File: src/sv/ghl_pkg.sv
// -----------------------------------------------------------------------------
// ghl_pkg: shared definitions for the grid height lookup block
// Field widths, op codes, command kinds and parameter defaults.
// -----------------------------------------------------------------------------
package ghl_pkg;

    localparam int COORD_W          = 6;
    localparam int OP_W             = 2;
    localparam int CFG_W            = 2;
    localparam int QUEUE_DEPTH      = 2;

    localparam int GRID_SIZE_DEF    = 64;
    localparam int MAX_RADIUS_DEF   = 2;
    localparam int HEIGHT_BITS_DEF  = 20;

    localparam logic [OP_W-1:0]  OP_LOAD         = 2'd0;
    localparam logic [OP_W-1:0]  OP_QUERY        = 2'd1;
    localparam logic [OP_W-1:0]  OP_CLEAR        = 2'd2;
    localparam logic [CFG_W-1:0] FILL_RADIUS_RST = 2'd1;

    typedef enum logic [1:0] {
        K_LOAD  = 2'd0,
        K_QUERY = 2'd1,
        K_CLEAR = 2'd2
    } t_kind;

    typedef struct packed {
        t_kind              kind;
        logic [COORD_W-1:0] u;
        logic [COORD_W-1:0] v;
    } t_cmd;

endpackage

File: src/sv/ghl_queue.sv
// -----------------------------------------------------------------------------
// ghl_queue: short command queue between intake and execution
// A small FIFO so that intake and execution stall independently.
// -----------------------------------------------------------------------------
module ghl_queue import ghl_pkg::*; #(
    parameter int HEIGHT_BITS = HEIGHT_BITS_DEF
) (
    input  logic                   i_clk,
    input  logic                   i_rst_n,
    input  logic                   i_push,
    input  t_cmd                   i_cmd,
    input  logic [HEIGHT_BITS-1:0] i_height,
    output logic                   o_full,
    output logic                   o_valid,
    output t_cmd                   o_cmd,
    output logic [HEIGHT_BITS-1:0] o_height,
    input  logic                   i_pop
);
    localparam int PW = $clog2(QUEUE_DEPTH);

    t_cmd                   r_cmd    [QUEUE_DEPTH];
    logic [HEIGHT_BITS-1:0] r_height [QUEUE_DEPTH];
    logic [PW-1:0]          r_wptr;
    logic [PW-1:0]          r_rptr;
    logic [PW:0]            r_count;

    always_ff @(posedge i_clk) begin
        if (!i_rst_n) begin
            r_wptr  <= '0;
            r_rptr  <= '0;
            r_count <= '0;
        end else begin
            if (i_push) begin
                r_cmd[r_wptr]    <= i_cmd;
                r_height[r_wptr] <= i_height;
                r_wptr           <= r_wptr + 1'b1;
            end
            if (i_pop) begin
                r_rptr <= r_rptr + 1'b1;
            end
            if (i_push && !i_pop) begin
                r_count <= r_count + 1'b1;
            end else if (!i_push && i_pop) begin
                r_count <= r_count - 1'b1;
            end
        end
    end

    assign o_full   = (r_count == (PW+1)'(QUEUE_DEPTH));
    assign o_valid  = (r_count != '0);
    assign o_cmd    = r_cmd[r_rptr];
    assign o_height = r_height[r_rptr];
endmodule

File: config.mk
export PLATFORM = sky130hd
export DESIGN_NAME = ghl_queue
export DESIGN_NICKNAME = d
export VERILOG_FILES = /design/src/sv/ghl_pkg.sv /design/src/sv/ghl_queue.sv
export SDC_FILE = /design/constraint.sdc
export NUM_CORES = 1
export LEC_CHECK = 0
export ABC_AREA = 0
export BUFFER_PORTS_ARGS = -buffer_cell sky130_fd_sc_hd__buf_2
export CORE_ASPECT_RATIO = 0.6
export CORE_MARGIN = 3
export CORE_UTILIZATION = 51
export CTS_CLUSTER_SIZE = 24
export DETAILED_ROUTE_END_ITERATION = 6
export GPL_TIMING_DRIVEN = 0
export HOLD_SLACK_MARGIN = 0.02
export PLACE_DENSITY = 0.82
export SLEW_MARGIN = 20
export SYNTH_ARGS = -nofsm -noshare
export SYNTH_HDL_FRONTEND = slang
export SYNTH_SLANG_ARGS = --single-unit
File: constraint.sdc
create_clock -name i_clk -period 3.1 [get_ports i_clk]
set_input_delay 0.465 -clock i_clk [delete_from_list [all_inputs] [get_ports i_clk]]
set_output_delay 0.465 -clock i_clk [all_outputs]
set_load 0.02 [all_outputs]
==> results of run 1 <==
[power by group through the flow]
stage	clock network [mW]	logic [mW]	registers, mW
final	0.582	0.257	1.14
after global routing	0.649	0.280	1.14
after CTS	0.600	0.261	1.14
after detailed placement	0	0.260	1.16
after global placement	0	0.246	1.16
after floorplan	0	0.161	1.16
[placed cells by master, fill, tap and decap left out, drive strengths merged]
cell type	Yosys	routed
nand2	1	1
or2	1	1
o21ai	1	1
and2	4	4
and3	1	1
and2b	1	1
edfxtp	68	68
a21boi	1	1
dfxtp	5	5
nor2	1	1
xor2	3	3
or3	1	1
buf	4	79
xnor2	1	1
clkinv	0	4
clkbuf	0	10
inv	1	1
mux2	34	34
ha	1	1
[critical path: stages, from the launching register on]
cell,delay [ps]
dfxtp_1,300
buf_2,190
buf_4,230
mux2_2,360
buf_2,160
[per-layer routing]
metal / share of wire [%] / track usage [%] / up-vias
met5: 0 / 0 / -
met4: 0.77 / 5.62 / 0
met3: 11 / 7.05 / 5
met2: 44 / 23.2 / 61
met1: 44 / 21.2 / 682
li1: - / - / 665
[final timing paths]
path                                   endpoint  slack, ps    startpoint  cells past startpoint
worst max-delay path               o_height[11]       1060     flip-flop                      4
worst min-delay path            r_height[1][16]        320  i_height[16]                      1
worst max register to register      r_cmd[1][9]       1680        r_wptr                      2
worst min register to register       r_count[1]        530    r_count[1]                      2
[registers in the layout, summed over array words and instances, names as in the netlist, named ones only]
signal	count
r_height	40
r_rptr	1
r_count	2
r_cmd	28
r_wptr	1
[area by class of cell]
| cell class | count | area [um^2] | area share [%] |
|---|---|---|---|
| Buffer | 4 | 27.5 | 0.826 |
| Clock buffer | 10 | 128 | 3.83 |
| Clock inverter | 4 | 22.5 | 0.675 |
| Multi-Input combinational cell | 51 | 512 | 15.3 |
| Timing Repair Buffer | 75 | 420 | 12.6 |
| Sequential cell | 73 | 2140 | 64.2 |
| Tap cell | 63 | 78.8 | 2.36 |
| Inverter | 1 | 3.75 | 0.113 |
[metrics by stage]
| step | setup TNS [ps] | setup slack, ps | power, mW | cells | instance area (um^2) |
|---|---|---|---|---|---|
| floorplan | 0 | 717 | 1.32 | 129 | 2680 |
| global placement | -5190 | -154 | 1.40 | 265 | 3120 |
| detailed placement | 0 | 1380 | 1.42 | 267 | 3180 |
| CTS | 0 | 1040 | 2.00 | 281 | 3330 |
| global route | 0 | 948 | 2.07 | 281 | 3330 |
| finish | 0 | 1060 | 1.98 | 281 | 3330 |
[cell families after synthesis]
group,count (synthesis),share of synthesized area (%)
flip-flops,73,80.0
multiplexers,34,14.3
AND/OR/NAND/NOR,10,2.24
buffers and inverters,5,1.17
XOR/XNOR,4,1.31
AO/OA/AOI/OAI,2,0.467
adder cells (fa/ha/maj),1,0.467
==> flow_metrics.py, run 1 <==
metrics = {
    "floorplanning": {
        "rows": 19,
        "io_pins": 74,
        "die_h_um": 62.1,
        "core_mm2": 0.00480,
        "start_util_pct": 55.7,
        "dieArea_mm2": 0.00618,
        "die_x_um": 99.5,
    },
    "global_routing": {
        "grt_pass1_vias": 1530,
        "grt_overflow_total": 0,
        "antenna_found_initial": 0,
        "grt_pass1_wl_mm": 7.42,
        "grt_use_total_pct": 15.9,
        "grt_max_degree": 19,
    },
    "finish": {
        "final_util_pct": 69.4,
        "diodes": 0,
        "nFillCells": 344,
        "syn_to_final_growth_pct": 24.6,
        "nets": 254,
        "drive_gt1_share_pct": 59.2,
    },
    "yosys": {
        "synth_top_area_cell": "edfxtp_1",
        "syn-cell-area_mm2": 0.00268,
        "synth_cells": 129,
        "synth-main-ff-cell": "edfxtp_1",
        "syn_nets": 168,
        "synth-edff-count": 68,
        "synth_top_area_share_pct": 76.3,
        "synth-seq-area-share_pct": 80.0,
        "synth_cell_types": 18,
        "yosys-top-cells-count": "edfxtp_1, mux2_2, dfxtp_1",
        "netlist_top_cells_area": "edfxtp_1, mux2_2, dfxtp_1",
        "syn-mean-instance-area_um2": 20.7,
        "yosys_warnings": 0,
        "ys_seq_elements": 73,
        "async_flop_share_pct": 0,
        "yosys.cell_count.top_type": "edfxtp_1",
    },
    "drt": {
        "vias": 1413,
        "first_pass_iters": 4,
        "initialDrtViolationCount": 36,
        "wire_per_inst_um": 15.7,
        "antenna_left": 0,
        "vias_per_cell": 5.03,
        "drc": 0,
        "drt-total-wl_mm": 4.41,
    },
    "sta": {
        "finalCritPeriodShare_pct": 65.8,
        "rsz0062_at_grt": "false",
        "fmax_mhz": 490,
        "worst_slew_pin_slew_ps": 555,
        "fin_skew_ps": 9.30,
        "relSlewSlack_pct": 62.9,
        "slew_viol_final": 0,
        "hold_viol": 0,
        "post-route-min-period_ps": 2040,
        "setup_viol": 0,
        "holdWs_ps": 322,
    },
    "pwr": {
        "sequentialPowerShare_pct": 57.5,
        "pwr-share-clk_pct": 29.5,
        "p_sw_uw": 461,
        "power_density_mw_per_mm2": 593,
        "irDropWorstVdd_v": 0.000393,
        "p_sw_share_pct": 23.3,
        "p_comb_share_pct": 13.0,
        "p_leak_nw": 1.27,
        "p_int_mw": 1.51,
    },
    "worst_setup_path": {
        "cp.required_ps": 2630,
        "worst_ep_arrival_time_ps": 1570,
        "worstPathMaxFanout": 10,
        "endpoint_kind": "primary output",
        "cp-start-kind": "flip-flop",
        "path_class": "reg -> out",
    },
    "run": {
        "maxCapViolations": 0,
    },
    "placed_design": {
        "post-dp-hpwl_mm": 3.10,
        "place.gp.congestion": 0.727,
        "port_buffers": 73,
    },
    "clock_tree": {
        "cts_buffer_depth": 2,
        "cts_resized": 0,
        "postCtsHoldBufs": 0,
        "h-tree-depth": 3,
        "tritoncts": "built",
        "path_clk_slew_ps": 70,
        "root_buffer": "clkbuf_8",
        "post_cts.repair.setup_buffers": 0,
        "cts_buffers": 9,
        "clkSinkCount": 73,
        "clock_latency_ps": 330,
    },
    "min_path": {
        "hp-class": "in -> reg",
    },
    "status": {
        "status": "finished clean",
    },
}
No activity file was read; power rests on OpenSTA's default activity.
==> inputs of run 2 (changes only) <==
Settings changed: CORE_UTILIZATION 51 to 46, PLACE_DENSITY 0.82 to 0.78.
Clock period 3.1 ns to 1.8 ns, I/O delays scaled along.
==> run 2 against run 1 <==
Against the previous run: die area is 10% higher; critical path type unchanged; clock-buffer cell count is 2 higher; non-clock buffer count is 2 higher; global-route usage is 1.8 points lower; sequential power is 72% higher; clock skew is 5.6 ps lower; largest cell class unchanged; first-iteration DRC count is 47% lower; final area is 1.8% higher; via count is 0.28% higher.
==> flow_metrics.py, run 2 (synthesis gave the netlist of run 1 again) <==
metrics = {
    "worst_setup_path": {
        "slowest_delay_ps": 340,
        "cp.required_ps": 1530,
        "cp-start-kind": "flip-flop",
        "crit_buf_inv": 3,
        "worst_ep_arrival_time_ps": 1430,
        "path_class": "reg -> out",
        "cpMaxStageDelayCell": "mux2_2",
        "endpoint_kind": "primary output",
        "worstPathCellList": "buf_6 > buf_8 > mux2_2 > buf_2",
        "cpLargestDelayFamily": "buffers and inverters",
        "worstPathMaxFanout": 10,
    },
    "finish": {
        "instances_no_fill": 299,
        "nets": 256,
        "drive_gt1_share_pct": 59.5,
        "reg.largest.list": "r_height x40, r_cmd x28, r_count x2",
        "largest_register_ffs": 40,
        "syn_to_final_growth_pct": 26.8,
        "diodes": 0,
        "nFillCells": 405,
        "final_common_cell": "buf_2",
        "top_register": "r_height",
        "final_cell_mix": "buf_2, edfxtp_1, mux2_2",
    },
    "global_routing": {
        "grt_overflow_total": 0,
        "grt_pass1_wl_mm": 7.09,
        "use_met1_pct": 16.9,
        "grt_pass1_vias": 1454,
        "grt-busiest-layer": "met2",
        "antenna_found_initial": 0,
        "grt_use_total_pct": 14.1,
        "grt_max_degree": 29,
        "use_met3_pct": 6.87,
        "use_met2_pct": 22.9,
    },
    "clock_tree": {
        "root_buffer": "clkbuf_8",
        "clkSinkCount": 73,
        "cts_buffer_depth": 2,
        "h-tree-depth": 3,
        "path_clk_slew_ps": 70,
        "cts_buffers": 9,
        "clock_latency_ps": 320,
        "tritoncts": "built",
        "postCtsHoldBufs": 0,
    },
    "sta": {
        "relSlewSlack_pct": 59.8,
        "slew_viol_final": 0,
        "worst_slew_pin_slew_ps": 602,
        "post-route-min-period_ps": 1700,
        "rsz0062_at_grt": "false",
        "tns_ps": 0,
        "setup_viol": 0,
        "holdWs_ps": 132,
        "hold_viol": 0,
        "finalCritPeriodShare_pct": 94.7,
        "final.setup.worst_slack_ps": 95.2,
        "fmax_mhz": 587,
        "fin_skew_ps": 3.74,
    },
    "pwr": {
        "irDropWorstVdd_v": 0.000665,
        "p_total_mw": 3.43,
        "power_density_mw_per_mm2": 1010,
        "p_leak_nw": 1.29,
    },
    "floorplanning": {
        "rows": 20,
        "dieArea_mm2": 0.00680,
        "core_mm2": 0.00533,
        "die_h_um": 65.1,
        "die_x_um": 104,
        "start_util_pct": 50.2,
        "io_pins": 74,
    },
    "drt": {
        "drc": 0,
        "wire_per_inst_um": 15.1,
        "vias": 1417,
        "antenna_left": 0,
        "vias_per_cell": 4.74,
        "drt-total-wl_mm": 4.50,
        "first_pass_iters": 4,
        "initialDrtViolationCount": 19,
    },
    "placed_design": {
        "dp_slack_ps": 252,
        "port_buffers": 73,
        "place.gp.congestion": 0.694,
        "post-dp-hpwl_mm": 3.05,
        "dp.cells": 281,
    },
    "run": {
        "maxCapViolations": 0,
    },
    "status": {
        "status": "finished clean",
    },
    "min_path": {
        "hp-class": "in -> reg",
    },
}
-- run 2: changes by cell type in the layout (fill, tap and decap cells not counted), sizes merged --
cell | previous run | this run
clkbuf | 10 | 12
buf | 79 | 81
-- run 2: final cells by class --
class	instances	area [um^2]	share of cell area (%)
multi-input cells	51	512	15.1
plain buffers	4	56.3	1.66
well taps	77	96.3	2.84
repair buffers	77	428	12.6
flip-flops and latches	73	2140	63.1
inverters	1	3.75	0.111
clock inverters	4	20.0	0.590
clock buffers	12	135	3.98
-- run 2: path summary, 6_finish.rpt --
kind | startpoint | endpoint | slack (ps) | depth (start not counted)
max | flip-flop | o_height[19] | 100 | 4
min | i_height[1] | r_height[0][1] | 130 | 1
max reg2reg | r_wptr | r_height[0][10] | 420 | 2
min reg2reg | r_count[1] | r_count[1] | 510 | 2
-- run 2: timing repair --
| action | 4_1_cts | 5_1_grt |
|---|---|---|
| gates resized for setup | 4 | 4 |
| setup endpoints to repair | 30 | 30 |
| setup buffers | 0 | 2 |
| pin swaps | 0 | 0 |
-- run 2: routing by layer --
layer / share of wire, % / up-vias
met5: 0 / -
met4: 0.58 / 0
met3: 6.6 / 4
met2: 47 / 49
met1: 46 / 689
li1: - / 675
-- run 2: power by group --
group          internal (mW)  switching [mW]  total (mW)
registers               1.93          0.0230        1.96
logic                  0.214           0.248       0.462
clock network          0.492           0.517        1.01
-- run 2: through the flow --
stage | util (%) | instance area, um^2
6_report | 63.7 | 3390
5_1_grt | 63.7 | 3390
4_1_cts | 63.1 | 3360
3_5_place_dp | 59.9 | 3190
3_3_place_gp | 58.9 | 3140
2_1_floorplan | - | 2680
==> inputs of run 3 (changes only) <==
Settings changed: PLACE_DENSITY 0.78 to 0.74.
==> run 3 against run 2 <==
Against the previous run: register-to-register slack worse by 60 ps; final cell count rose by 0.33%; non-clock buffer count is 1 higher; die area is the same; sequential power hardly changed; combinational power up 2%; global-route usage grew 0.82 points.
==> flow_metrics.py, run 3 (synthesis gave the netlist of run 1 again) <==
metrics = {
    "sta": {
        "fin_skew_ps": 5.88,
        "holdWs_ps": 118,
        "hold_viol": 0,
        "worst_slew_pin_slew_ps": 606,
        "slew_viol_final": 0,
        "fmax_mhz": 575,
        "relSlewSlack_pct": 59.5,
        "finalCritPeriodShare_pct": 96.6,
        "tns_ps": 0,
        "rsz0062_at_grt": "false",
        "setup_viol": 0,
        "post-route-min-period_ps": 1740,
    },
    "worst_setup_path": {
        "slowest_delay_ps": 360,
        "rr_endpoint": "r_cmd[1][2]",
        "worstPathMaxFanout": 10,
        "reg2reg_depth": 2,
        "cp-start-kind": "flip-flop",
        "endpoint_kind": "primary output",
        "cpMaxStageDelayCell": "mux2_2",
        "crit_buf_inv": 3,
        "rrSetupSlack_ps": 360,
        "path_class": "reg -> out",
        "worst_ep_arrival_time_ps": 1470,
        "cpLargestDelayFamily": "buffers and inverters",
        "r2r-start": "r_wptr",
        "worstPathCellList": "buf_6 > buf_8 > mux2_2 > buf_2",
        "cp.required_ps": 1530,
    },
    "drt": {
        "drc": 0,
        "vias_per_cell": 4.69,
        "wire_per_inst_um": 15.5,
        "drt-total-wl_mm": 4.66,
        "vias": 1408,
        "first_pass_iters": 3,
        "antenna_left": 0,
        "initialDrtViolationCount": 44,
    },
    "finish": {
        "drive_gt1_share_pct": 59.6,
        "top_register": "r_height",
        "syn_to_final_growth_pct": 29.5,
        "nFillCells": 400,
        "largest_register_ffs": 40,
        "final_common_cell": "buf_2",
        "seq_area_mm2": 0.00214,
        "multiInputGateArea_um2": 512,
        "final_cell_mix": "buf_2, edfxtp_1, mux2_2",
        "design_area_mm2": 0.00346,
        "diodes": 0,
        "reg.largest.list": "r_height x40, r_cmd x28, r_count x2",
        "nets": 257,
        "final_util_pct": 65.0,
    },
    "floorplanning": {
        "start_util_pct": 50.2,
        "core_mm2": 0.00533,
        "rows": 20,
        "die_x_um": 104,
        "die_h_um": 65.1,
        "dieArea_mm2": 0.00680,
        "io_pins": 74,
    },
    "min_path": {
        "hp-start": "i_height[18]",
        "hold_path_end": "r_height[0][18]",
        "whs_path_depth": 1,
        "hp-class": "in -> reg",
    },
    "pwr": {
        "p_comb_share_pct": 12.5,
        "p_int_mw": 2.93,
        "p_sw_share_pct": 22.2,
        "irDropWorstVdd_v": 0.000697,
        "p_leak_nw": 1.32,
        "pwr-share-clk_pct": 35.6,
        "power_density_mw_per_mm2": 1090,
        "sequentialPowerShare_pct": 51.9,
        "p_sw_uw": 837,
    },
    "clock_tree": {
        "clock_latency_ps": 340,
        "cts_buffers": 9,
        "tritoncts": "built",
        "root_buffer": "clkbuf_8",
        "clkSinkCount": 73,
        "path_clk_slew_ps": 70,
        "h-tree-depth": 3,
        "cts_buffer_depth": 2,
    },
    "global_routing": {
        "antenna_found_initial": 1,
        "grt_use_total_pct": 14.9,
        "grt_max_degree": 19,
        "grt_pass1_vias": 1490,
        "grt_overflow_total": 0,
        "grt_pass1_wl_mm": 7.40,
    },
    "run": {
        "maxCapViolations": 0,
    },
    "placed_design": {
        "placed_cell_area_mm2": 0.00320,
        "place.gp.congestion": 0.688,
        "post-dp-hpwl_mm": 3.13,
        "port_buffers": 73,
    },
    "status": {
        "status": "finished clean",
    },
}
-- run 3: timing repair --
action	CTS	global route
buffers inserted	0	3
hold buffers	0	0
setup endpoints to repair	30	26
resized for setup	5	3
endpoints found under the hold margin	0	0
-- run 3: worst max path at each step --
stage	cells past startpoint	slack, ps	start	to
floorplan	1	160	r_wptr	r_cmd[1][0]
global placement	3	-420	i_rst_n	r_cmd[0][1]
detailed placement	4	240	i_rst_n	r_height[0][7]
CTS	4	3	flip-flop	o_height[1]
global route	4	7	flip-flop	o_cmd[5]
finish	4	60	flip-flop	o_height[18]
-- run 3: worst register-to-register path, delay by kind of cell, from the launching register on --
| kind | cells | cell delay [ps] |
|---|---|---|
| AND/OR/NAND/NOR | 1 | 540 |
| flip-flops | 1 | 400 |
| buffers and inverters | 1 | 220 |
-- run 3: per-layer routing --
layer  vias to the layer above  global-route usage [%]  part of all wire (%)  routed length (um)
met5                         -                       0                  0.28                  13
met4                         2                    5.47                   1.1                  50
met3                         6                    7.96                   8.5                 395
met2                        56                    22.8                    43                2000
met1                       670                    18.1                    47                2200
li1                        674                       -                     -                   -
-- run 3: stage by stage --
step                setup WS (ps)  std cells  power, mW
finish                       61.9        300       3.77
CTS                          2.62        297       3.80
detailed placement            240        281       2.45
global route                 7.24        300       3.94
floorplan                     160        129       2.27
global placement             -417        279       2.42
-- run 3: area by class of cell --
type	instances	share of cell area, %
Multi-Input combinational cell	51	14.8
Timing Repair Buffer	78	12.8
Inverter	1	0.108
Clock buffer	11	3.79
Tap cell	77	2.78
Buffer	4	1.63
Sequential cell	73	61.8
Clock inverter	5	2.31
-- run 3: power groups by stage --
stage	logic (mW)	clock network, mW	registers (mW)
3_3_place_gp	0.427	0	1.99
4_1_cts	0.463	1.38	1.96
3_5_place_dp	0.451	0	1.99
5_1_grt	0.509	1.46	1.96
2_1_floorplan	0.278	0	1.99
6_report	0.470	1.34	1.96
